File: config.mk
export PLATFORM = sky130hd
export DESIGN_NAME = wmsd_accum
export DESIGN_NICKNAME = d
export VERILOG_FILES = /design/src/rtl/wmsd_pkg.sv /design/src/rtl/wmsd_accum.sv
export SDC_FILE = /design/constraint.sdc
export NUM_CORES = 2
export LEC_CHECK = 0
export BUFFER_PORTS_ARGS = -buffer_cell sky130_fd_sc_hd__buf_2
export CAP_MARGIN = 20
export CORE_MARGIN = 3
export CORE_UTILIZATION = 55
export CTS_CLUSTER_SIZE = 12
export DETAILED_ROUTE_END_ITERATION = 6
export GPL_ROUTABILITY_DRIVEN = 1
export PLACE_DENSITY = 0.72
export SYNTH_ARGS = -nofsm -noshare
export SYNTH_HDL_FRONTEND = slang
export SYNTH_SLANG_ARGS = --single-unit
File: constraint.sdc
create_clock -name clk_i -period 19.5 [get_ports clk_i]
set_clock_uncertainty 0.15 [all_clocks]
set_input_delay 1.95 -clock clk_i [delete_from_list [all_inputs] [get_ports clk_i]]
set_output_delay 1.95 -clock clk_i [all_outputs]
set_load 0.05 [all_outputs]
File: src/rtl/wmsd_pkg.sv
// Shared types and constants of the window mean settling detector.
package wmsd_pkg;

  localparam int TIME_W    = 32;
  localparam int VALUE_W   = 24;
  localparam int TOL_W     = 24;
  localparam int QUO_W     = 24;
  localparam int PROD_W    = TIME_W + 1 + VALUE_W;
  localparam int CFG_IDX_W = 2;

  typedef enum logic [CFG_IDX_W-1:0] {
    CFG_SETTLE_ENABLE = 2'd0,
    CFG_TOLERANCE     = 2'd1
  } cfg_reg_e;

  typedef enum logic [2:0] {
    ST_IDLE,
    ST_WALK,
    ST_DRAIN,
    ST_DIV,
    ST_OUT
  } state_e;

  typedef struct packed {
    logic [TIME_W-1:0]         sample_time;
    logic signed [VALUE_W-1:0] sample_value;
  } in_item_t;

  typedef struct packed {
    logic                      settled;
    logic                      settled_now;
    logic                      window_full;
    logic [TIME_W-1:0]         latest_time;
    logic signed [VALUE_W-1:0] latest_value;
  } out_item_t;

  typedef struct packed {
    logic [TIME_W-1:0]         stamp;
    logic signed [VALUE_W-1:0] value;
  } hist_t;

  typedef struct packed {
    logic valid;
    logic first;
    logic recent;
    logic last;
  } ent_ctl_t;

endpackage

File: src/rtl/wmsd_accum.sv
// Time-weighted sum and time span accumulation over the history walk.
module wmsd_accum import wmsd_pkg::*; #(
  parameter int SUM_W  = 62,
  parameter int SPAN_W = 37
) (
  input  logic                    clk_i,
  input  logic                    rst_ni,
  input  ent_ctl_t                ent_i,
  input  hist_t                   ent_data_i,
  output logic signed [SUM_W-1:0] sum_long_o,
  output logic signed [SUM_W-1:0] sum_recent_o,
  output logic [SPAN_W-1:0]       span_long_o,
  output logic [SPAN_W-1:0]       span_recent_o,
  output logic                    done_o
);

  logic [TIME_W-1:0]         prev_q;
  logic [TIME_W-1:0]         dt;
  logic signed [TIME_W:0]    dt_s;
  logic signed [PROD_W-1:0]  prod_d, prod_q;
  logic signed [SUM_W-1:0]   prod_ext;
  logic [TIME_W-1:0]         dt_q;
  logic                      acc_q, clr_q, recent_q, last_q, done_q;
  logic signed [SUM_W-1:0]   sum_long_q, sum_recent_q;
  logic [SPAN_W-1:0]         span_long_q, span_recent_q;

  assign dt       = ent_data_i.stamp - prev_q;
  assign dt_s     = $signed({1'b0, dt});
  assign prod_d   = dt_s * ent_data_i.value;
  assign prod_ext = SUM_W'(prod_q);

  always_ff @(posedge clk_i) begin
    if (ent_i.valid) begin
      prev_q <= ent_data_i.stamp;
    end
    prod_q   <= prod_d;
    dt_q     <= dt;
    recent_q <= ent_i.recent;
  end

  always_ff @(posedge clk_i or negedge rst_ni) begin
    if (!rst_ni) begin
      acc_q  <= 1'b0;
      clr_q  <= 1'b0;
      last_q <= 1'b0;
      done_q <= 1'b0;
    end else begin
      acc_q  <= ent_i.valid && !ent_i.first;
      clr_q  <= ent_i.valid && ent_i.first;
      last_q <= ent_i.valid && ent_i.last;
      done_q <= acc_q && last_q;
    end
  end

  always_ff @(posedge clk_i) begin
    if (clr_q) begin
      sum_long_q    <= '0;
      sum_recent_q  <= '0;
      span_long_q   <= '0;
      span_recent_q <= '0;
    end else if (acc_q) begin
      sum_long_q  <= sum_long_q + prod_ext;
      span_long_q <= span_long_q + SPAN_W'(dt_q);
      if (recent_q) begin
        sum_recent_q  <= sum_recent_q + prod_ext;
        span_recent_q <= span_recent_q + SPAN_W'(dt_q);
      end
    end
  end

  assign sum_long_o    = sum_long_q;
  assign sum_recent_o  = sum_recent_q;
  assign span_long_o   = span_long_q;
  assign span_recent_o = span_recent_q;
  assign done_o        = done_q;

endmodule

* After elaboration in Yosys (flattened, before gate mapping)
Index checks and enable logic that the tools add are counted.
Cells by class: add/subtract/negate cells 5, $mul 1, reduce and logical (&&, ||, !) cells 6
Operator list (number):
- 62-bit by 57-bit adder with 62-bit output | 2
- 37-bit by 32-bit adder with 37-bit output | 2
- 33-bit by 24-bit multiplier with 57-bit output | 1
- 32-bit subtractor | 1
- 1-bit logical AND | 4
- 2-bit AND reduction | 1
- 1-bit logical NOT | 1
Word-level totals: register bits 324, bits of input ports 62, output and inout port bits 199, logic and storage cells 24

* Logic depth before layout (Yosys ltp)
word-level depth 2, depth in mapped cells 42, mapped depth without buffers 40

* Worst setup path after synthesis
No wires, ideal clock.
kind input to register, from input port ent_data_i[24] (netlist name), to register prod_q[55], library setup time 136 ps, arrival 10822 ps, setup slack 8392 ps, stages 37, path buffers 1, path through inv_1 > ha_1 > inv_1 > fa_1 > a21o_1 > a21o_1 > a21oi_1 > o21ai_1 > a221oi_2 > o31ai_1 > a311o_1 > a31oi_2 > xnor2_1 > clkbuf_1 > nand2_1 > fa_1 > fa_1 > fa_1 > fa_1 > inv_1 > fa_1 > fa_1 > inv_1 > fa_1 > inv_1 > ha_1 > a21o_1 > a21o_1 > a221oi_1 > o221ai_1 > a21oi_4 > o21ai_2 > and2_4 > or4b_4 > a31oi_4 > o41ai_1 > xor2_1
Between the ends: word-level cells in the longest chain between the ends 2
RTL lines:
- from (decl) | line wmsd_accum.sv:9 | input hist_t ent_data_i,
- 32-bit subtractor | line wmsd_accum.sv:27 | assign dt = ent_data_i.stamp - prev_q;
- named net dt[22] | line wmsd_accum.sv:18 | logic [TIME_W-1:0] dt;
- 33-bit by 24-bit multiplier with 57-bit output | line wmsd_accum.sv:29 | assign prod_d = dt_s * ent_data_i.value;
- named net prod_d[55] | line wmsd_accum.sv:20 | logic signed [PROD_W-1:0] prod_d, prod_q;
- to (signal assigned) | line wmsd_accum.sv:36 | prod_q <= prod_d;
- to (decl) | line wmsd_accum.sv:20
The timed path passes the listed nets, and every way through them passes these cells. A chain may end at the register's enable or synchronous reset.

* Worst setup path in the final report
from input port ent_data_i[25] (netlist name), to register prod_q[54]
Between the ends: word-level cells in the longest chain between the ends 2
RTL lines (line):
- 32-bit subtractor | wmsd_accum.sv:27
- 33-bit by 24-bit multiplier with 57-bit output | wmsd_accum.sv:29
- named net prod_d[54] | wmsd_accum.sv:20
The timed path passes the listed nets, and every way through them passes these cells.

==> results.rst <==
.. list-table::
   :header-rows: 1

   * - Metric
     - Value
   * - Hold endpoint
     - done_o
   * - Hold Startpoint
     - last_q
   * - Setup repair after global routing missed its margin
     - no
   * - Cell taking the most area after synthesis
     - sky130_fd_sc_hd__fa_1
   * - Fin crit share
     - 0.600
   * - Overall via count from detail_route
     - 38,244
   * - Worst relative slew slack
     - 0.253
   * - Number of ports placed on the die boundary
     - 261
   * - Residual overflow from global routing
     - 0
   * - Yosys top cell area share
     - 0.286
   * - Cts repair resizes
     - 0
   * - Outcome
     - finished clean
   * - Worst hold stages
     - 1
   * - Total number of placement rows
     - about 110
   * - Startpoint of the most critical register-to-register path
     - prev_q[1]
   * - Sequential element share of the synthesized area
     - 0.147
   * - Register-to-Register Path Depth
     - 35
   * - CP max-delay cell
     - sky130_fd_sc_hd__nand3_1
   * - Maximum level of the CTS H-tree
     - 2
   * - Prevailing post-synth register cell
     - sky130_fd_sc_hd__dfxtp_1
   * - Worst Path Arrival
     - between 10 and 15 ns
   * - Area of the die
     - between 0.08 and 0.09 sq mm
   * - Maximum fanout along the worst path
     - 24
   * - Placer Congestion
     - approximately 0.95
   * - Global-route wire length before repair
     - between 200,000 and 250,000 microns
   * - Fraction of layout instances using a drive strength above 1
     - 0.0818
   * - Initial cell density of the core
     - 0.560
   * - Distinct cells, synth
     - 93
   * - Bufs on Longest Clock Path
     - 3
   * - Endpoint of the worst register-to-register path
     - prod_q[54]
   * - Antenna violations before repair
     - 2
   * - Post-detailed-route count of antenna-violating nets
     - 0
   * - Number of synthesized flops with an enable pin
     - 32
   * - Total global-route track usage
     - 0.315
   * - Detail-routed net length per standard cell
     - ~21 microns
   * - Horizontal extent of the die
     - between 200 and 300 microns
   * - Slew Limit Fails
     - 0
   * - Via density
     - just under 6
   * - Total standard cell area after synthesis
     - 0.0464 sq mm
   * - Number of warnings printed during yosys synthesis
     - 0
   * - Path category of the worst min-delay check
     - reg -> reg
   * - Clock tree from TritonCTS
     - yes
   * - Category of the worst setup path launch point
     - input pin
   * - Total wire length after detailed routing
     - 137,000 microns
   * - Most frequent cell after synthesis
     - sky130_fd_sc_hd__inv_1
   * - Syn avg cell area
     - 8.60 sq um
   * - Top cell types by occurrence after synthesis
     - sky130_fd_sc_hd__inv_1, sky130_fd_sc_hd__fa_1, sky130_fd_sc_hd__nand2_1
   * - CTS sink count
     - between 300 and 400
   * - Number of global-route vias before repair
     - between 30,000 and 40,000
   * - Cell types occupying the most area after synthesis
     - sky130_fd_sc_hd__fa_1, sky130_fd_sc_hd__dfxtp_1, sky130_fd_sc_hd__ha_1, sky130_fd_sc_hd__inv_1, sky130_fd_sc_hd__and2_1
   * - Estimated wirelength of the detail-placed design
     - 105,000 microns
   * - Post-CTS Repair Setup Buffers
     - 0
   * - Worst Setup End Kind
     - flip-flop
   * - Floorplan Core Area
     - approximately 0.083 sq mm
   * - Nets in the synthesized netlist
     - between 6,000 and 7,000
   * - Most frequent cell on the critical path
     - sky130_fd_sc_hd__fa_1
   * - Die height
     - slightly below 300 microns
   * - Highest cell delay on the worst timing path
     - 0.80 ns
   * - Ys async rst share
     - 0.0123
   * - Reg-to-reg setup timing slack
     - a little under 9 ns
   * - Number of buffers inserted for hold repair after clock tree synthesis
     - 0
   * - Layout overhead on the synthesized area
     - 8.06%
   * - Achievable frequency
     - about 85 MHz
   * - Drc violations
     - 0
   * - Clock-pin slew of the registers on the worst-case setup and hold paths
     - roughly 0.06 ns
   * - Accumulated negative setup slack
     - 0 ns
   * - Fin nets
     - between 6,000 and 7,000
   * - Buffers added on ports
     - between 200 and 300
   * - Hold Violations, Final
     - 0
   * - Measured slew at the worst slew-check pin
     - about 1.1 ns
   * - Final setup violation count
     - 0
   * - Pin count of the biggest net entering global routing
     - slightly below 80
   * - Worst hold slack after final layout
     - roughly 0.32 ns
   * - Post-Syn Instances
     - between 5,000 and 6,000
   * - Root Buffer Master
     - sky130_fd_sc_hd__clkbuf_16
   * - Minimum clock period
     - 11.71 ns
   * - Detailed Route Iter0 Violations
     - between 2,000 and 2,500
   * - Number of register bits inferred by synthesis
     - ~320
   * - Drt first pass iters
     - 5
   * - WP data required
     - about 20 ns
   * - Critical setup path kind
     - in -> reg
   * - Max-cap violations
     - 0
   * - Clock network latency to the later pin of the worst-skew pair
     - 0.61 ns
   * - Number of buffers created by CTS
     - 42
[layout by cell type (no fill, tap or decap), types with 8 or more instances in the layout]
master / n
sky130_fd_sc_hd__nand4_1: 58
sky130_fd_sc_hd__dfxtp_1: 288
sky130_fd_sc_hd__nand2_1: 632
sky130_fd_sc_hd__ha_1: 435
sky130_fd_sc_hd__o21ai_1: 11
sky130_fd_sc_hd__o31a_1: 9
sky130_fd_sc_hd__buf_4: 33
sky130_fd_sc_hd__nand2b_1: 27
sky130_fd_sc_hd__a21o_1: 155
sky130_fd_sc_hd__and3_1: 20
sky130_fd_sc_hd__fa_1: 663
sky130_fd_sc_hd__and2_1: 386
sky130_fd_sc_hd__a211oi_1: 36
sky130_fd_sc_hd__nand3_1: 41
sky130_fd_sc_hd__nor3_1: 43
sky130_fd_sc_hd__nor4_1: 11
sky130_fd_sc_hd__o21ai_0: 129
sky130_fd_sc_hd__nor2_1: 299
sky130_fd_sc_hd__o21bai_1: 59
sky130_fd_sc_hd__o211ai_1: 15
sky130_fd_sc_hd__clkbuf_8: 10
sky130_fd_sc_hd__inv_1: 831
sky130_fd_sc_hd__clkbuf_16: 42
sky130_fd_sc_hd__a41oi_1: 8
sky130_fd_sc_hd__xnor2_1: 138
sky130_fd_sc_hd__mux2i_1: 48
sky130_fd_sc_hd__o21a_1: 28
sky130_fd_sc_hd__a221oi_1: 11
sky130_fd_sc_hd__edfxtp_1: 32
sky130_fd_sc_hd__or3_1: 16
sky130_fd_sc_hd__xor2_1: 78
sky130_fd_sc_hd__nor2b_1: 47
sky130_fd_sc_hd__o31ai_1: 24
sky130_fd_sc_hd__a31o_2: 11
sky130_fd_sc_hd__a31oi_1: 17
sky130_fd_sc_hd__a21oi_1: 364
sky130_fd_sc_hd__xor2_2: 9
sky130_fd_sc_hd__a22o_1: 14
sky130_fd_sc_hd__buf_2: 260
[worst max-delay path by stage]
stage | start | endpoint | slack, ns | cells after the start
floorplan | ent_data_i[24] | prod_q[55] | 8.39 | 37
global placement | ent_data_i[24] | prod_q[55] | 7.25 | 39
detailed placement | ent_data_i[24] | prod_q[55] | 7.27 | 40
CTS | ent_data_i[24] | prod_q[55] | 7.86 | 39
global route | ent_data_i[24] | prod_q[54] | 7.27 | 39
finish | ent_data_i[25] | prod_q[54] | 7.79 | 35
[sequential cells by signal (all words and copies together) (netlist names)]
signal / cells
span_long_o: 37
span_recent_o: 37
recent_q: 1
acc_q: 1
prev_q: 32
prod_q: 57
sum_recent_o: 62
sum_long_o: 62
dt_q: 32
done_o: 1
clr_q: 1
last_q: 1
[stage by stage]
step | utilization | instances | instance area, sq um | setup WS [ns]
2_1_floorplan | - | 5390 | 46400 | 8.39
3_3_place_gp | 0.588 | 6509 | 48600 | 7.25
3_5_place_dp | 0.588 | 6510 | 48700 | 7.27
4_1_cts | 0.605 | 6585 | 50100 | 7.86
5_1_grt | 0.605 | 6585 | 50100 | 7.27
6_report | 0.606 | 6587 | 50100 | 7.79
[metal layers]
metal / track usage / part of all wire / up-vias
met2: 0.514 / 0.45 / 1590
met5: 0 / 0 / -
met3: 0.0634 / 0.091 / 331
li1: - / - / 17577
met4: 0.104 / 0.039 / 0
met1: 0.422 / 0.42 / 18746
[critical path, delay by kind of cell]
family	cells	cell delay [ns]
adder cells (fa/ha/maj)	9	4.21
AO/OA/AOI/OAI	11	2.99
buffers and inverters	5	0.34
XOR/XNOR	1	0.16
AND/OR/NAND/NOR	9	2.40
[layout make-up]
type,instances,area [sq um]
fillers,7327,32700
inverters,832,3120
diodes,2,5.00
well taps,1070,1340
repair buffers,294,1560
clock inverters,19,245
flip-flops and latches,324,6830
multi-input cells,3990,35800
clock buffers,56,1210
[cell families (layout without fill, tap and decap cells)]
family / after synthesis / count (layout) / synth area share
XOR/XNOR: 240 / 240 / 0.0455
AND/OR/NAND/NOR: 1619 / 1619 / 0.167
flip-flops: 324 / 324 / 0.147
adder cells (fa/ha/maj): 1098 / 1098 / 0.404
other: 0 / 2 / 0
multiplexers: 48 / 48 / 0.0104
buffers and inverters: 1076 / 1201 / 0.0875
AO/OA/AOI/OAI: 985 / 985 / 0.139
Power is left out: the tool's default activity adds up to more than one toggle a clock period on the data nets, which glitch-free logic cannot reach.
