## config.mk

```make
export PLATFORM = sky130hd
export DESIGN_NAME = wmsd_hist
export DESIGN_NICKNAME = d
export VERILOG_FILES = /design/src/rtl/wmsd_pkg.sv /design/src/rtl/wmsd_hist.sv
export SDC_FILE = /design/constraint.sdc
export NUM_CORES = 1
export LEC_CHECK = 0
export BUFFER_PORTS_ARGS = -buffer_cell sky130_fd_sc_hd__clkbuf_2
export CAP_MARGIN = 5
export CORE_MARGIN = 2
export CORE_UTILIZATION = 35
export CTS_BUF_LIST = sky130_fd_sc_hd__clkbuf_4 sky130_fd_sc_hd__clkbuf_8
export DETAILED_ROUTE_END_ITERATION = 12
export REMOVE_ABC_BUFFERS = 1
export SLEW_MARGIN = 15
export SYNTH_ARGS = -nofsm -noshare
export SYNTH_HDL_FRONTEND = slang
export SYNTH_SLANG_ARGS = --single-unit
```

## constraint.sdc

```tcl
create_clock -name clk_i -period 5.2 [get_ports clk_i]
set_input_delay 1.04 -clock clk_i [delete_from_list [all_inputs] [get_ports clk_i]]
set_output_delay 1.04 -clock clk_i [all_outputs]
set_load 0.05 [all_outputs]
```

## src/rtl/wmsd_pkg.sv

```systemverilog
// Shared types and constants of the window mean settling detector.
package wmsd_pkg;

  localparam int TIME_W    = 32;
  localparam int VALUE_W   = 24;
  localparam int TOL_W     = 24;
  localparam int QUO_W     = 24;
  localparam int PROD_W    = TIME_W + 1 + VALUE_W;
  localparam int CFG_IDX_W = 2;

  typedef enum logic [CFG_IDX_W-1:0] {
    CFG_SETTLE_ENABLE = 2'd0,
    CFG_TOLERANCE     = 2'd1
  } cfg_reg_e;

  typedef enum logic [2:0] {
    ST_IDLE,
    ST_WALK,
    ST_DRAIN,
    ST_DIV,
    ST_OUT
  } state_e;

  typedef struct packed {
    logic [TIME_W-1:0]         sample_time;
    logic signed [VALUE_W-1:0] sample_value;
  } in_item_t;

  typedef struct packed {
    logic                      settled;
    logic                      settled_now;
    logic                      window_full;
    logic [TIME_W-1:0]         latest_time;
    logic signed [VALUE_W-1:0] latest_value;
  } out_item_t;

  typedef struct packed {
    logic [TIME_W-1:0]         stamp;
    logic signed [VALUE_W-1:0] value;
  } hist_t;

  typedef struct packed {
    logic valid;
    logic first;
    logic recent;
    logic last;
  } ent_ctl_t;

endpackage

```

## src/rtl/wmsd_hist.sv

```systemverilog
// Sample history memory with one write port and one registered read port.
module wmsd_hist import wmsd_pkg::*; #(
  parameter int DEPTH = 32,
  parameter int AW    = 5
) (
  input  logic          clk_i,
  input  logic          wr_en_i,
  input  logic [AW-1:0] wr_addr_i,
  input  hist_t         wr_data_i,
  input  logic          rd_en_i,
  input  logic [AW-1:0] rd_addr_i,
  output hist_t         rd_data_o
);

  hist_t mem_q [DEPTH];
  hist_t rd_data_q;

  always_ff @(posedge clk_i) begin
    if (wr_en_i) begin
      mem_q[wr_addr_i] <= wr_data_i;
    end
  end

  always_ff @(posedge clk_i) begin
    if (rd_en_i) begin
      rd_data_q <= mem_q[rd_addr_i];
    end
  end

  assign rd_data_o = rd_data_q;

endmodule

```

==> Word level (Yosys, flattened, before mapping) <==
Memories as Yosys holds them, arrays and structs flattened. A register that Yosys moved wholly into a read port is not among the register bits.
Index checks and enable logic that the tools add are counted.
{ "totals": {"regBits": 0, "mem_bits_rw": 1792, "in_bits": 69, "out_inout_bits": 56, "n_memories": 1} }
{ "classes": {"muxes": 2} }
{ "memory_table": {"columns": ["name", "depth", "width", "read_ports", "rd_ports_with_merged_regs", "wr", "line_no", "source"], "rows": [
  ["mem_q", 32, 56, 1, 1, 1, "wmsd_hist.sv:15", "hist_t mem_q [DEPTH];"]
]} }
{ "op_table": {"columns": ["op", "n"], "rows": [
  ["2-to-1 mux 1 bit", 2]
]} }

==> Depth between registers and ports, before layout <==
Gate-level depths: netlist of run 1.
{ "depth": {"word_depth": 2, "mapped_depth": 8, "ltp_nobuf": 5} }

==> Least setup slack after synthesis of run 1 <==
OpenSTA, ideal clock, no wires.
{ "synth_timing": {"path_type": "input to register", "startpoint": "input wr_addr_i[1]", "endpoint": "memory mem_q[12][0] (netlist bit), enable pin", "arrival_time_ns": 4.045, "setup_slack_ns": 0.685, "path_stages": 3, "n_path_buf": 1, "cell_sequence": "or3b_2 -> clkbuf_1 -> nor2_1"} }
{ "synth_lines": {"columns": ["item", "line_no", "source"], "rows": [
  ["from (decl)", "wmsd_hist.sv:8", "input logic [AW-1:0] wr_addr_i,"],
  ["to (decl)", "wmsd_hist.sv:15", null]
]} }
Straight into the memory's write port.

==> Worst setup path after layout of run 1 <==
{ "layout_timing": {"startpoint": "register rd_data_o[5] (netlist name)", "endpoint": "output rd_data_o[5] (netlist bit)"} }
{ "layout_lines": {"columns": ["item", "line_no", "source"], "rows": [
  ["to (decl)", "wmsd_hist.sv:12", "output hist_t rd_data_o"]
]} }
No word-level cell between the ends.

==> flow_summary_export.csv, run 1 <==
group,metric,value,unit
outcome,status,"finished, final reports clean",
cts,cts_setup_buffers,0,
sta,post-route-period-util,0.556,
layout,final_cells,7131,
synth,syn_inst,3917,
sta,worstMarginPinSlew,1.22,ns
synth,ys_warn_count,0,
setup_path,critPathArrivalTime,1.85,ns
sta,rsz0062_at_grt,"false",
place,dpl.hpwl,88.7,mm
synth,ys_ff_latch,1848,
setup_path,crit_type,"reg2out",
synth,ys_seq_area_frac,0.778,
synth,synth_edf_count,1848,
setup_path,required,4.16,ns
place,post_dp_cell_area,75600,um^2
cts,holdBufCountCts,0,
cts,numCtsBuffers,317,
detailed_routing,avgRoutedWirePerCell,25.6,um
job,max_cap_violations,0,
detailed_routing,drc_errors,0,
cts,clockBufferDepth,4,
layout,design_area,81300,um^2
synth,synth_async_sr_flop_share,0,
layout,register_area,55500,um^2
pwr,peakVddDrop,0.286,mV
sta,hold_slack,0.377,ns
setup_path,cp_cell_sequence,"clkbuf_2",
floorplanning,fp.dieH,456,um
floorplanning,start_util,0.353,
place,placed_cells,6600,
global_route,grt-ovfl-total,0,
detailed_routing,vias,37200,
pwr,leakagePower,0.0280,uW
synth,ys_top_cells_by_area,"edfxtp_1, mux2i_1, a22oi_1, a22o_1, nand3_1",
synth,yosysTopAreaCell,"edfxtp_1",
cts,cts_resized,0,
sta,relSlewSlack,0.187,
setup_path,worstPathMaxFanout,2,
synth,synth_common_cells,"edfxtp_1, mux2i_1, nand2_1, nand3_1",
global_route,antenna_found_initial,14,
sta,hold_viol,0,
sta,fin_skew,0.0743,ns
floorplanning,rows,165,
synth,yosysMostFrequentCell,"edfxtp_1",
sta,max_freq,0.346,GHz
synth,yosysUniqueCellTypes,24,
setup_path,crit_family,"flip-flops",
global_route,first_global_vias,37700,
setup_path,cp-end-kind,"primary output",
detailed_routing,vias_per_cell,5.22,
detailed_routing,drt-initial-drc-count,3312,
place,gp_congestion,0.738,
synth,ys.flop_type,"edfxtp_1",
setup_path,start_kind,"flip-flop",
sta,fin_tns_setup,0,ns
setup_path,slowest_delay,0.53,ns
floorplanning,fp.dieW,456,um
detailed_routing,dr.pass1.iters,5,
hold_path,hp-class,"in2reg",
layout,final_core_util,0.402,
setup_path,cp_slowest_cell,"edfxtp_1",
floorplanning,core_area,202000,um^2
floorplanning,ios,125,
synth,syn_area_per_cell,18.2,um^2
floorplanning,dieArea,208000,um^2
setup_path,timing.critical_path.buf_inv,1,
layout,nNetsFinal,4316,
synth,syn_area,71400,um^2
detailed_routing,postRouteWirelength,182,mm
cts,tritoncts,"built",
sta,finalSetupViolCount,0,
global_route,grt_pass1_wl,263,mm
global_route,grt_max_degree,101,
layout,drive_gt1_frac,0.162,
layout,multi_input_area,14700,um^2
cts,cts.sinks,1848,
cts,clk_latency,1.00,ns
cts,cts.clk_slew.worst_paths,0.06,ns
cts,cts_htree_levels,5,
sta,layout_min_cycle_time,2.89,ns
layout,nFillCells,18100,
pwr,p_per_area,373,nW/um^2
layout,area_growth,13.9,%
synth,yosysTopAreaCellShare,0.778,
sta,finalMaxSlewViolations,0,
cts,clockRootBuffer,"clkbuf_8",
detailed_routing,drt.antenna.violating_nets,0,
global_route,grt.total_usage,0.172,
place,port_buffers,124,
[metrics by stage]
stage	setup slack, ns	total power (uW)
after global routing	2.26	31300
after floorplan	-4.30	17800
final	2.31	30300
after CTS	2.20	30500
after global placement	1.65	18700
after detailed placement	1.65	18700
[layout by cell type (no fill, tap or decap), types with 5 or more instances in the layout]
cell type  instances
clkbuf_8         322
diode_2            8
nand3b_1           5
buf_12            50
nand2_1          169
buf_4             62
a31oi_1           56
clkbuf_4          93
clkinv_2          20
nand3_1          170
nor2_4            33
edfxtp_1        1848
a22oi_1          168
clkinv_1          82
nor3_1            56
a22o_1           112
mux2i_1          896
clkbuf_2         122
a21oi_1          168
[power breakdown]
part	leakage, uW	internal, uW	switching [uW]
clock network	0.00297	6400	5520
logic	0.00836	488	1140
registers	0.0167	16600	80.4
total	0.0280	23500	6750
[layer usage]
layer  track usage  vias up  routed length, um
li1              -    16300                  -
met5             0        -                 24
met3        0.0276      344               8900
met2         0.295     1121              91700
met1         0.221    19400              76500
met4        0.0584        6               5340
[registers in the layout (all words and copies together), names as in the netlist]
register,count
rd_data_o,56
mem_q,1792
[cells by family (layout without fill, tap and decap cells)]
| family | count (synthesis) | after routing | share of synthesized area |
|---|---|---|---|
| mux | 896 | 896 | 0.126 |
| buf+inv | 224 | 758 | 0.0204 |
| simple gates | 445 | 445 | 0.0281 |
| compound gates | 504 | 504 | 0.0481 |
| other cells | 0 | 8 | 0 |
| flops | 1848 | 1848 | 0.778 |
[final timing paths]
path / slack (ns) / to / depth (start not counted) / startpoint
max: 2.31 / rd_data_o[5] / 1 / rd_data_o[5]
min: 0.38 / rd_data_o[0] / 1 / rd_en_i
max reg2reg: 3.41 / rd_data_o[35] / 5 / mem_q[7][35]
min reg2reg: 0.64 / rd_data_o[18] / 4 / mem_q[10][18]
[area by class of cell]
class,instances,area share
sequential,1848,0.683
multi-input combinational,1845,0.181
clock buffer,415,0.0631
tap,2672,0.0411
timing repair buffer,235,0.0257
clock inverter,108,0.00587
antenna,8,0.000246
Note: power is estimated with default switching activity, not from simulation.
==> inputs of run 2 (changes only) <==
Clock period 5.2 ns to 2.9 ns, I/O delays scaled along.
==> run 2 against run 1 <==
Flip-flop and latch count stayed put. Wire length up 4.0%. Final cell count increased by 1.5%. Combinational power is 90% higher. Sequential share of layout area decreased by 1.3 points. Sequential power grew 80%. Register-to-register slack worse by 2.1 ns. Critical path depth unchanged. First-iteration DRC count grew 5.4%. Largest power group unchanged.
==> flow_summary_export.csv, run 2 (synthesis gave the netlist of run 1 again) <==
group,metric,value,unit
setup_path,r2r_start,"mem_q[3][4]",
cts,cts_resized,0,
floorplanning,start_util,0.353,
setup_path,timing.critical_path.buf_inv,1,
place,gp_congestion,0.769,
global_route,grt-ovfl-total,0,
setup_path,rr_endpoint,"rd_data_o[4]",
floorplanning,fp.dieW,456,um
cts,clockRootBuffer,"clkbuf_8",
sta,setup_ws,0.451,ns
sta,finalMaxSlewViolations,0,
pwr,sw_frac_of_total,0.224,
global_route,first_global_vias,37700,
floorplanning,ios,125,
setup_path,crit_type,"reg2out",
detailed_routing,drt.antenna.violating_nets,0,
pwr,peakVddDrop,0.524,mV
layout,final_common_cell,"edfxtp_1",
global_route,grt_max_degree,74,
setup_path,slowest_delay,0.50,ns
cts,cts_setup_buffers,0,
global_route,grt.total_usage,0.178,
cts,tritoncts,"built",
sta,rsz0062_at_grt,"false",
detailed_routing,drc_errors,0,
setup_path,required,2.32,ns
setup_path,critPathArrivalTime,1.87,ns
setup_path,cp_slowest_cell,"edfxtp_1",
layout,drive_gt1_frac,0.182,
pwr,p_comb_frac,0.057,
pwr,clockPowerShare,0.396,
layout,design_area,82800,um^2
setup_path,start_kind,"flip-flop",
layout,top_register,"mem_q",
sta,fin_skew,0.0815,ns
cts,cts.sinks,1848,
layout,nFillCells,18000,
sta,max_freq,0.408,GHz
detailed_routing,drt-initial-drc-count,3490,
job,max_cap_violations,0,
detailed_routing,dr.pass1.iters,5,
cts,holdBufCountCts,0,
setup_path,cp-end-kind,"primary output",
pwr,p_per_area,661,nW/um^2
hold_path,hp-class,"in2reg",
layout,nNetsFinal,4416,
setup_path,r2r_cells,5,
layout,layout_common_cells,"edfxtp_1, mux2i_1, clkbuf_8, nand3_1, nand2_1",
setup_path,worstPathMaxFanout,1,
layout,area_growth,16.1,%
cts,clockBufferDepth,4,
place,post_dp_cell_area,77100,um^2
cts,cts_htree_levels,5,
setup_path,cp_cell_sequence,"clkbuf_2",
global_route,antenna_found_initial,16,
outcome,status,"finished, final reports clean",
layout,largest_reg_flops,1792,
setup_path,reg2reg_slack,1.32,ns
pwr,power_switching,12300,uW
sta,post-route-period-util,0.845,
detailed_routing,vias_per_cell,5.25,
detailed_routing,avgRoutedWirePerCell,26.2,um
place,port_buffers,124,
floorplanning,fp.dieH,456,um
hold_path,worstHoldStart,"wr_data_i[19]",
cts,cts.clk_slew.worst_paths,0.07,ns
detailed_routing,vias,38000,
cts,numCtsBuffers,313,
pwr,internal_power,42500,uW
pwr,pwr-share-seq,0.547,
pwr,leakagePower,0.0288,uW
place,place_ws,0.113,ns
hold_path,whs_endpoint,"mem_q[10][19]",
sta,hold_viol,0,
sta,worstMarginPinSlew,0.871,ns
sta,layout_min_cycle_time,2.45,ns
place,dpl.hpwl,103,mm
floorplanning,rows,165,
hold_path,hold_path_depth,1,
sta,relSlewSlack,0.419,
setup_path,crit_family,"flip-flops",
global_route,grt_pass1_wl,269,mm
floorplanning,dieArea,208000,um^2
floorplanning,core_area,202000,um^2
cts,clk_latency,1.02,ns
sta,finalSetupViolCount,0,
detailed_routing,postRouteWirelength,190,mm
## run 2: cell count changes in the layout (fill, tap and decap cells not counted)
cell / previous run / this run
clkinv_2: 20 / 27
buf_4: 62 / 107
clkinv_1: 82 / 79
clkbuf_8: 322 / 317
clkbuf_4: 93 / 91
buf_12: 50 / 109
bufinv_16: 1 / 5
inv_6: 1 / 2
## run 2: cell type report
| type | count | area, um^2 | area share |
|---|---|---|---|
| flip-flops and latches | 1848 | 55500 | 0.670 |
| multi-input cells | 1845 | 14700 | 0.177 |
| clock buffers | 408 | 5050 | 0.0609 |
| repair buffers | 339 | 3610 | 0.0436 |
| well taps | 2672 | 3340 | 0.0404 |
| clock inverters | 117 | 629 | 0.00760 |
| diodes | 8 | 20.0 | 0.000242 |
## run 2: worst max-delay path by stage
stage                             start             to  slack, ns  depth (start not counted)
final                     rd_data_o[49]  rd_data_o[49]       0.45                          1
after global routing      rd_data_o[49]  rd_data_o[49]       0.36                          1
after CTS                 rd_data_o[49]  rd_data_o[49]       0.29                          1
after detailed placement   rd_addr_i[0]   rd_data_o[4]       0.11                          8
after global placement     rd_addr_i[0]   rd_data_o[4]       0.13                          8
after floorplan            rd_addr_i[2]   rd_data_o[0]      -6.14                          4
## run 2: power by group through the flow
stage               Clock, uW  Sequential (uW)  Combinational (uW)
detailed placement          0            30500                3110
CTS                     22100            30000                3120
finish                  21700            30000                3100
floorplan                   0            30700                1230
global route            23300            30000                3300
global placement            0            30500                3080
## run 2: worst register-to-register path, delay by kind of cell (launching register included)
| family | cells | cell delay, ns |
|---|---|---|
| flip-flops | 1 | 0.39 |
| multiplexers | 1 | 0.17 |
| AND/OR/NAND/NOR | 2 | 0.25 |
| AO/OA/AOI/OAI | 2 | 0.49 |
## run 2: per-stage QoR
stage / hold slack [ns] / setup TNS, ns / instances / util / total power, uW
2_1_floorplan: 0.630 / -1995.96 / 3693 / - / 32000
3_3_place_gp: 0.655 / 0 / 6704 / 0.381 / 33600
3_5_place_dp: 0.665 / 0 / 6704 / 0.381 / 33600
4_1_cts: 0.0808 / 0 / 7229 / 0.409 / 55200
5_1_grt: 0.169 / 0 / 7237 / 0.409 / 56600
6_report: 0.172 / 0 / 7237 / 0.409 / 54800
## run 2: routing by layer
layer  up-vias  global-route usage  share of wire
li1      16600                   -              -
met1     19800               0.231           0.42
met5         -                   0        0.00030
met2      1243               0.299           0.50
met4        10              0.0656          0.030
met3       350              0.0307          0.055
