$ cat config.mk
export PLATFORM = sky130hd
export DESIGN_NAME = wmsd_div
export DESIGN_NICKNAME = d
export VERILOG_FILES = /design/src/rtl/wmsd_pkg.sv /design/src/rtl/wmsd_div.sv
export SDC_FILE = /design/constraint.sdc
export NUM_CORES = 1
export LEC_CHECK = 0
export ABC_AREA = 1
export BUFFER_PORTS_ARGS = -buffer_cell sky130_fd_sc_hd__buf_2
export CAP_MARGIN = 20
export CORE_MARGIN = 1.5
export CORE_UTILIZATION = 40
export DETAILED_ROUTE_END_ITERATION = 8
export SLEW_MARGIN = 10
export SYNTH_ARGS = -nofsm -noshare
export SYNTH_HDL_FRONTEND = slang
export SYNTH_SLANG_ARGS = --single-unit
export TNS_END_PERCENT = 50
$ cat constraint.sdc
create_clock -name clk_i -period 4.35 [get_ports clk_i]
set_input_delay 0.435 -clock clk_i [delete_from_list [all_inputs] [get_ports clk_i]]
set_output_delay 0.435 -clock clk_i [all_outputs]
set_load 0.02 [all_outputs]
$ cat src/rtl/wmsd_pkg.sv
// Shared types and constants of the window mean settling detector.
package wmsd_pkg;

  localparam int TIME_W    = 32;
  localparam int VALUE_W   = 24;
  localparam int TOL_W     = 24;
  localparam int QUO_W     = 24;
  localparam int PROD_W    = TIME_W + 1 + VALUE_W;
  localparam int CFG_IDX_W = 2;

  typedef enum logic [CFG_IDX_W-1:0] {
    CFG_SETTLE_ENABLE = 2'd0,
    CFG_TOLERANCE     = 2'd1
  } cfg_reg_e;

  typedef enum logic [2:0] {
    ST_IDLE,
    ST_WALK,
    ST_DRAIN,
    ST_DIV,
    ST_OUT
  } state_e;

  typedef struct packed {
    logic [TIME_W-1:0]         sample_time;
    logic signed [VALUE_W-1:0] sample_value;
  } in_item_t;

  typedef struct packed {
    logic                      settled;
    logic                      settled_now;
    logic                      window_full;
    logic [TIME_W-1:0]         latest_time;
    logic signed [VALUE_W-1:0] latest_value;
  } out_item_t;

  typedef struct packed {
    logic [TIME_W-1:0]         stamp;
    logic signed [VALUE_W-1:0] value;
  } hist_t;

  typedef struct packed {
    logic valid;
    logic first;
    logic recent;
    logic last;
  } ent_ctl_t;

endpackage

$ cat src/rtl/wmsd_div.sv
// Bit-serial restoring divider producing one quotient bit per cycle.
module wmsd_div import wmsd_pkg::*; #(
  parameter int NUM_W = 62,
  parameter int DEN_W = 37
) (
  input  logic             clk_i,
  input  logic             rst_ni,
  input  logic             start_i,
  input  logic [NUM_W-1:0] num_i,
  input  logic [DEN_W-1:0] den_i,
  output logic [QUO_W-1:0] quo_o,
  output logic             done_o
);

  localparam int SH_W  = DEN_W + QUO_W - 1;
  localparam int CMP_W = (NUM_W > SH_W) ? NUM_W : SH_W;
  localparam int CNT_W = $clog2(QUO_W + 1);

  logic [NUM_W-1:0] rem_q;
  logic [SH_W-1:0]  dsh_q;
  logic [QUO_W-1:0] quo_q;
  logic [CNT_W-1:0] cnt_q;
  logic             run_q, done_q;
  logic             ge;
  logic [CMP_W-1:0] diff;

  assign ge   = CMP_W'(rem_q) >= CMP_W'(dsh_q);
  assign diff = CMP_W'(rem_q) - CMP_W'(dsh_q);

  always_ff @(posedge clk_i) begin
    if (start_i) begin
      rem_q <= num_i;
      dsh_q <= {den_i, {(QUO_W-1){1'b0}}};
      quo_q <= '0;
    end else if (run_q) begin
      if (ge) begin
        rem_q <= diff[NUM_W-1:0];
      end
      dsh_q <= dsh_q >> 1;
      quo_q <= {quo_q[QUO_W-2:0], ge};
    end
  end

  always_ff @(posedge clk_i or negedge rst_ni) begin
    if (!rst_ni) begin
      run_q  <= 1'b0;
      cnt_q  <= '0;
      done_q <= 1'b0;
    end else begin
      done_q <= 1'b0;
      if (start_i) begin
        run_q <= 1'b1;
        cnt_q <= CNT_W'(QUO_W);
      end else if (run_q) begin
        cnt_q <= cnt_q - 1'b1;
        if (cnt_q == CNT_W'(1)) begin
          run_q  <= 1'b0;
          done_q <= 1'b1;
        end
      end
    end
  end

  assign quo_o  = quo_q;
  assign done_o = done_q;

endmodule

# Word level (Yosys, flattened, before mapping)

Index checks and enable logic that the tools add are counted.

Bits of input ports: 102
Flip-flop bits (word level): 153

Eq/ne operators: 1
$lt $le $gt $ge: 1
Multiplexer cells: 13
Add/subtract/negate cells: 2
Reduce and logical (&&, ||, !) cells: 3

Operators by type and width:

| operator            | number |
|---|---|
| $mux 62             | 3 |
| $mux 60             | 2 |
| $ge 62x60->1        | 1 |
| $sub 62x60->62      | 1 |
| $mux 5              | 2 |
| $mux 1              | 6 |
| $eq 5x1->1 const B  | 1 |
| $sub 5x1->5 const B | 1 |
| $reduce_bool 2->1   | 2 |
| $reduce_and 2->1    | 1 |

# Longest topological paths before layout

Gate-level depths: netlist of run 1.

Word-level depth: 4
Depth in mapped cells: 17
Gate-level depth less buffers: 17

# Least setup slack after synthesis of run 1

Ideal clock, no wire load.

Path type: register to register
Start point: register rem_q[0]
End point: register rem_q[0], enable pin
Data required time: 3.928 ns
Data arrival time: 2.950 ns
Period minus slack after synthesis: 3.371 ns
Path slack: 0.979 ns
Cell stages (with the launch flop): 15
Setup time: 0.422 ns
Cell sequence: edfxtp_1 -> inv_1 -> ha_1 -> fa_1 -> inv_1 -> nand2_1 -> nand3_1 -> nand2_1 -> nand2_2 -> nand2_1 -> nand2_1 -> nand2_1 -> nand3_2 -> nand2_1 -> nand2_1

Longest elaborated chain between the ends: 3

RTL lines:

| element                            | line           | text |
|---|---|---|
| from (decl)                        | wmsd_div.sv:19 | `logic [NUM_W-1:0] rem_q;` |
| from (signal assigned)             | wmsd_div.sv:32 | `rem_q <= num_i;` |
| from (signal assigned)             | wmsd_div.sv:37 | `rem_q <= diff[NUM_W-1:0];` |
| $ge 62x60->1                       | wmsd_div.sv:27 | `assign ge = CMP_W'(rem_q) >= CMP_W'(dsh_q);` |
| $reduce_bool 2->1 (no source line) | n/a            |  |
| $reduce_and 2->1 (no source line)  | n/a            |  |

Every way passes these cells.
A chain may end at the register's enable or synchronous reset.

# Final worst setup path of run 1

Start point: register rem_q[0]
End point: register rem_q[43], enable pin

Same word-level chain as after synthesis.

==> summary.md, run 1 <==
| Metric | Value |
|---|---|
| Status | `completed` |
| Max cap viols | `0` |
| Routed Antenna Nets | `0` |
| Synth Flop Type | `edfxtp_1` |
| Final TNS setup | `0 ns` |
| Most frequent cells after synthesis | `692 x nand2_1, 387 x inv_1, 99 x edfxtp_1, 94 x nor2_1, 85 x nand3_1` |
| Worst path max stage delay | `0.49 ns` |
| Detailed Routing Iterations Pass 1 | `5` |
| Num CTS Buffers | `17` |
| Final setup vio count | `0` |
| Period Utilization, post-route | `0.7278` |
| Die H | `173.7 um` |
| Syn_area_per_cell | `6.479 um2` |
| Clock Path Buffers | `2` |
| Psw | `4.528 mW` |
| Wire length per cell | `15.10 um` |
| Final WS setup | `1.184 ns` |
| CP arrival | `3.28 ns` |
| CP max stage cell | `nand2_2` |
| Synth warn | `0` |
| Core Rows | `62` |
| Critical-path cell list | `inv_1, ha_1, fa_1, inv_1, nand2_1, nand3_1, nand2_1, nand2_2, nand2_1, nand2_1, nand2_1, nand3_2, nand2_1, nand2_2, buf_12` |
| Fin area | `13,360 um2` |
| Most frequent cell after synthesis | `nand2_1` |
| Die width | `173.7 um` |
| Gate Count Post-Synth | `1,799` |
| Worst-Margin Slew | `0.7407 ns` |
| Unique masters post-synth | `38` |
| P_int | `4.549 mW` |
| Gr ovfl total | `0` |
| Area leader, netlist | `edfxtp_1` |
| Synth Cell Area | `11,660 um2` |
| Vias per cell | `4.782` |
| Initial antenna violation count | `1` |
| Crit start category | `flip-flop` |
| Setup clock skew after layout | `0.01797 ns` |
| CP most frequent cell | `nand2_1` |
| Register bit total from synthesis | `153` |
| Clk pwr share | `0.173` |
| Largest fanout on the critical path | `40` |
| P&R area growth vs syn | `14.59%` |
| Share of flip-flops with an asynchronous set or reset | `0.04575` |
| Starting Density | `0.4061` |
| Clk pin slew, worst setup/hold paths | `0.08 ns` |
| Slew headroom | `0.5062` |
| Clock Latency Late Sink | `0.45 ns` |
| Comb power frac | `0.593` |
| Vias in the first global route | `10,621` |
| Area taken by multi-input logic gates | `5967 um2` |
| CTS tree | `yes` |
| DP Worst Slack | `1.202 ns` |
| WHS Path Cells | `3` |
| First-pass GRT wire length | `56,280 um` |
| Via count | `11,089` |
| Fin crit period | `3.166 ns` |
| Die Area | `30,170 um2` |
| Synth top area cells | `edfxtp_1 26%, nand2_1 22%, inv_1 12%` |
| Number of cells on the worst reg-to-reg path | `15` |
| Sequential Power Share | `0.234` |
| Ratio of cells with drive above 1 in the final layout | `0.1200` |
| H-tree depth | `4` |
| Final routed DRC violation total | `0` |
| Core Region | `28,700 um2` |
| Detailed placement HPWL | `27,960 um` |
| Layout Nets | `2,086` |
| Drt initial violations | `711` |
| Clock sinks | `153` |
| Max IR drop VDD | `0.3242 mV` |
| Required time of the critical path | `4.47 ns` |
| IO buf count | `126` |
| HP Class | `in2reg` |
| Storage cell area | `4089 um2` |
| Pins Over Slew Limit | `0` |
| GPL Wtd Cong | `0.9818` |
| Pleak | `7.229 nW` |
| Gr usage total | `0.2386` |
| Flop2flop setup slack | `1.18 ns` |
| Switching part of the total | `0.4988` |
| Pwr Total | `9.077 mW` |
| Area share of the largest cell type after synthesis | `0.2550` |
| Post-synth EDFFs | `99` |
| Fmax | `315.8 MHz` |
| Fin. Hold Viols | `0` |
| Setup Crit Path Kind | `reg2reg` |
| CTS root buf | `clkbuf_16` |
| Post-cts resize count | `0` |
| I/O pins | `127` |
| Final WL | `35,020 um` |
| Seq/Total Area, Yosys | `0.3508` |
| Net Count, Synth | `1,964` |
| Largest net degree at the start of global routing | `84` |
| Dpl cell area | `12,720 um2` |
| CP Capture Type | `flip-flop` |
| Fill cells | `3,090` |
| Pwr dens | `679.6 nW/um2` |
| RSZ-0062 raised after global routing | `false` |
[cells by family (layout without fill, tap and decap cells)]
kind of cell	after synthesis	in the layout	share of synthesized area
and+or+nand+nor	968	968	0.3498
DFF	153	153	0.3508
buffers and inverters	425	560	0.1375
other	0	1	0
AOI/OAI and AO/OA	173	173	0.08083
adders and majority gates	63	63	0.06827
xor gates and xnor gates	17	17	0.01277
[layout by cell type, fill, tap and decap left out, types with 2 or more instances in the layout]
master / n
and2_1: 3
inv_2: 7
buf_12: 3
nor3_1: 9
dfxtp_1: 47
nand3_2: 8
ha_1: 62
edfxtp_1: 99
nor3_4: 2
inv_1: 386
nor4_1: 3
or2_2: 7
nor3_2: 5
nand4_1: 13
inv_8: 4
clkbuf_16: 17
inv_6: 4
o21bai_1: 6
nand3b_1: 8
dfrtp_1: 7
nand2_1: 691
nand3_1: 85
a21oi_1: 51
o21ai_0: 58
o21ai_1: 12
clkinv_8: 3
or2_1: 2
xnor2_1: 16
o22ai_1: 44
nor2_1: 94
nand2_2: 17
nor2_4: 3
nor4_2: 2
buf_2: 125
buf_4: 5
nor2_2: 15
[timing repair]
item	CTS	global route
endpoints found under the hold margin	7	0
setup buffers	0	0
hold buffers	1	0
[registers in the layout (all words and copies together) (netlist names)]
name / flops
rem_q: 62
cnt_q: 5
dsh_q: 60
run_q: 1
quo_o: 24
done_o: 1
[metal layers]
metal | part of all wire | global-route usage | vias up
met5 | 0 | 0 | -
met3 | 0.059 | 0.03969 | 31
met4 | 0.016 | 0.05855 | 0
li1 | - | - | 5792
met1 | 0.50 | 0.3459 | 4978
met2 | 0.43 | 0.3690 | 288
[metrics by stage]
stage	instances	hold WS, ns	utilization
6_report	2319	0.2428	0.4653
5_1_grt	2318	0.2563	0.4653
4_1_cts	2317	0.2286	0.4646
3_5_place_dp	2284	0.2829	0.4431
3_3_place_gp	2284	0.2772	0.4431
2_1_floorplan	1799	0.1394	-
[critical path: cells and delay by family, from the launching register on]
kind / cells / cell delay (ns)
fa+ha+maj: 2 / 0.60
buf+inv: 3 / 0.50
simple gates: 10 / 1.35
flops: 1 / 0.33
[layout make-up]
cell class	count	share of cell area
Clock buffer	17	0.03185
Multi-Input combinational cell	1221	0.4467
Tap cell	384	0.03597
Inverter	394	0.1107
Antenna cell	1	0.0001874
Sequential cell	153	0.3061
Clock inverter	15	0.01349
Timing Repair Buffer	134	0.05489
[power groups by stage]
stage	registers [mW]	clock network, mW	logic, mW
floorplan	2.15	0	3.85
global placement	2.15	0	5.31
detailed placement	2.16	0	5.32
CTS	2.13	1.60	5.36
global route	2.16	1.66	6.09
finish	2.13	1.57	5.38
[worst paths after layout]
path	to	start
worst max-delay path	rem_q[43]	rem_q[0]
worst min-delay path	dsh_q[59]	den_i[36]
worst max register to register	rem_q[43]	rem_q[0]
worst min register to register	quo_o[23]	quo_o[23]
max in group asynchronous	cnt_q[1]	rst_ni
min in group asynchronous	done_o	rst_ni
Power figures use the tool's default switching activity.
==> run 2: changes to the inputs <==
- ABC_AREA: 1 -> 0
- clock period: 4.35 -> 2.7 ns (I/O delays scaled with it)
==> summary.md, run 2 <==
| Metric | Value |
|---|---|
| Max IR drop VDD | `0.4969 mV (+53%)` |
| Ratio of cells with drive above 1 in the final layout | `0.3899 (+0.2699)` |
| HP Class | `in2reg` |
| Fmax | `336.6 MHz (+6.6%)` |
| Detailed placement HPWL | `20,250 um (-28%)` |
| Fin crit period | `2.971 ns (-0.1950 ns)` |
| Largest net degree at the start of global routing | `74 (-12%)` |
| Pleak | `6.602 nW (-8.7%)` |
| Period Utilization, post-route | `1.100 (+0.3726)` |
| Flop2flop setup slack | `-0.27 ns (-1.45 ns)` |
| Pins Over Slew Limit | `0 (unchanged)` |
| I/O pins | `127 (unchanged)` |
| Via count | `9,332 (-16%)` |
| Synth Cell Area | `10,010 um2 (-14%)` |
| First-pass GRT wire length | `44,640 um (-21%)` |
| Clock Latency Late Sink | `0.44 ns (about the same)` |
| Layout Nets | `1,632 (-22%)` |
| Failing checks | `setup timing` |
| Syn_area_per_cell | `9.134 um2 (+41%)` |
| CP arrival | `3.16 ns (-0.12 ns)` |
| Share of flip-flops with an asynchronous set or reset | `0.04575 (unchanged)` |
| Die H | `161.2 um (-7.2%)` |
| Required time of the critical path | `2.89 ns (-1.58 ns)` |
| Seq/Total Area, Yosys | `0.4084 (+0.05765)` |
| RSZ-0062 raised after global routing | `true` |
| H-tree depth | `4 (unchanged)` |
| CTS tree | `yes` |
| Worst-Margin Slew | `0.8458 ns (+0.1051 ns)` |
| Most common cell after layout, fill and taps aside | `buf_4` |
| Clk pin slew, worst setup/hold paths | `0.07 ns (about the same)` |
| Gr ovfl total | `0 (unchanged)` |
| Register bit total from synthesis | `153 (unchanged)` |
| Vias in the first global route | `9,235 (-13%)` |
| Largest fanout on the critical path | `6 (-85%)` |
| Final WS setup | `-0.2711 ns (-1.455 ns)` |
| Synth Flop Type | `edfxtp_1` |
| Starting Density | `0.4092 (+0.003135)` |
| Fill cells | `2,139 (-31%)` |
| Detailed Routing Iterations Pass 1 | `5 (unchanged)` |
| Most frequent cells after synthesis | `132 x nand2_1, 99 x edfxtp_1, 95 x nor2_1, 80 x o21ai_0, 75 x inv_1` |
| Die width | `161.2 um (-7.2%)` |
| Vias per cell | `5.173 (+8.2%)` |
| Final TNS setup | `-18.44 ns (-18.44 ns)` |
| CTS root buf | `clkbuf_16` |
| Final std cells w/o fill | `1,804 (-22%)` |
| Final routed DRC violation total | `0 (unchanged)` |
| Max reg flops | `62 (unchanged)` |
| Hold Worst Slack | `0.1042 ns (-0.1386 ns)` |
| Synth top area cells | `edfxtp_1 30%, dfxtp_1 9.4%, ha_1 7.7%` |
| CP endpoint | `rem_q[60]` |
| N_diodes | `0 (-1)` |
| Number of cells on the worst reg-to-reg path | `13 (-2)` |
| Storage cell area | `4094 um2 (+0.12%)` |
| CP Capture Type | `flip-flop` |
| Routed Antenna Nets | `0 (unchanged)` |
| Num CTS Buffers | `17 (unchanged)` |
| Drt initial violations | `472 (-34%)` |
| Origin of the worst setup path | `rem_q[15]` |
| Gate Count Post-Synth | `1,096 (-39%)` |
| Slew headroom | `0.4362 (-0.07004)` |
| Area taken by multi-input logic gates | `6035 um2 (+1.1%)` |
| Die Area | `25,990 um2 (-14%)` |
| Initial antenna violation count | `0 (-1)` |
| Core Rows | `57 (-8.1%)` |
| IO buf count | `126 (unchanged)` |
| Core Region | `24,460 um2 (-15%)` |
| Status | `finished with violations` |
| Net Count, Synth | `1,261 (-36%)` |
| Setup Crit Path Kind | `reg2reg` |
| Pwr dens | `1168 nW/um2 (+72%)` |
| Placed Cells | `1,760 (-23%)` |
| GPL Wtd Cong | `0.8506 (-13%)` |
| Most frequent cells in the layout | `270 x buf_4, 132 x nand2_1, 125 x buf_2` |
| Largest Register | `rem_q` |
| Clock sinks | `153 (unchanged)` |
| Final setup vio count | `92 (+92)` |
| Unique masters post-synth | `83 (+120%)` |
| Area share of the largest cell type after synthesis | `0.2970 (+0.04192)` |
| Synth warn | `0 (unchanged)` |
| Clock Path Buffers | `2 (unchanged)` |
| Fin. Hold Viols | `0 (unchanged)` |
| Pwr Total | `16.63 mW (+83%)` |
| Area leader, netlist | `edfxtp_1` |
| P&R area growth vs syn | `42.31%` |
| Wire length per cell | `15.32 um (+1.5%)` |
| Max cap viols | `0 (unchanged)` |
| Post-synth EDFFs | `99 (unchanged)` |
| R2R Path End | `rem_q[60]` |
| Worst flop-to-flop path startpoint | `rem_q[15]` |
| DP Worst Slack | `-0.4121 ns (-1.614 ns)` |
| Setup clock skew after layout | `0.01421 ns (-0.003756 ns)` |
| Crit start category | `flip-flop` |
| Gr usage total | `0.2121 (-0.02646)` |
| Final WL | `27,640 um (-21%)` |
| Most frequent cell after synthesis | `nand2_1` |
## run 2: worst min path at each step
stage | from | end | cells past startpoint
after CTS | den_i[29] | dsh_q[52] | 3
after global placement | rst_ni | done_o | 1
after global routing | den_i[29] | dsh_q[52] | 3
final | den_i[29] | dsh_q[52] | 3
after detailed placement | rst_ni | done_o | 1
after floorplan | rst_ni | cnt_q[0] | 0
## run 2: metrics by stage
stage               instance area, um2  utilization
CTS                              13640       0.5577
global placement                 12940       0.5290
global route                     14250       0.5824
floorplan                        10030            -
detailed placement               12940       0.5290
finish                           14250       0.5824
## run 2: worst max-delay path: stages (launching register included)
cell and delay, ns:
edfxtp_1 0.42, ha_4 0.29, buf_4 0.15, inv_2 0.06, o31ai_4 0.26, a311oi_4 0.17, buf_4 0.17, nand4_1 0.10
nand3_2 0.12, o21a_4 0.23, o21ai_4 0.23, a31oi_2 0.12, xor2_1 0.15, mux2_4 0.26
## run 2: cell families after synthesis
logic type,count (synthesis),share of synthesized area
adder cells (fa/ha/maj),63,0.07949
AND/OR/NAND/NOR,331,0.1524
flip-flops,153,0.4084
buffers and inverters,135,0.05174
AO/OA/AOI/OAI,307,0.2072
XOR/XNOR,57,0.04987
multiplexers,50,0.05087
## run 2: repair_timing
| action | 4_1_cts | 5_1_grt |
|---|---|---|
| buffers inserted | 0 | 11 |
| hold buffers | 1 | 0 |
| endpoints found under the setup margin | 103 | 109 |
| pin swaps | 6 | 42 |
| gates resized for setup | 25 | 115 |
| hold endpoints to repair | 7 | 0 |
## run 2: where the power goes
group	total (mW)	internal, mW	switching (mW)
combinational	10.7	5.46	5.26
sequential	3.58	3.31	0.269
clock	2.34	1.22	1.12
## run 2: area by class of cell
type / count / area share
clock buffers: 18 / 0.03012
clock inverters: 14 / 0.009397
inverters: 78 / 0.02081
multi-input cells: 808 / 0.4236
flip-flops and latches: 153 / 0.2874
well taps: 324 / 0.02846
repair buffers: 409 / 0.2002
## run 2: per-layer routing
layer,routed length [um],track usage
met1,13020,0.2867
met2,13470,0.3564
met3,853,0.03056
met4,301,0.05429
met5,0,0
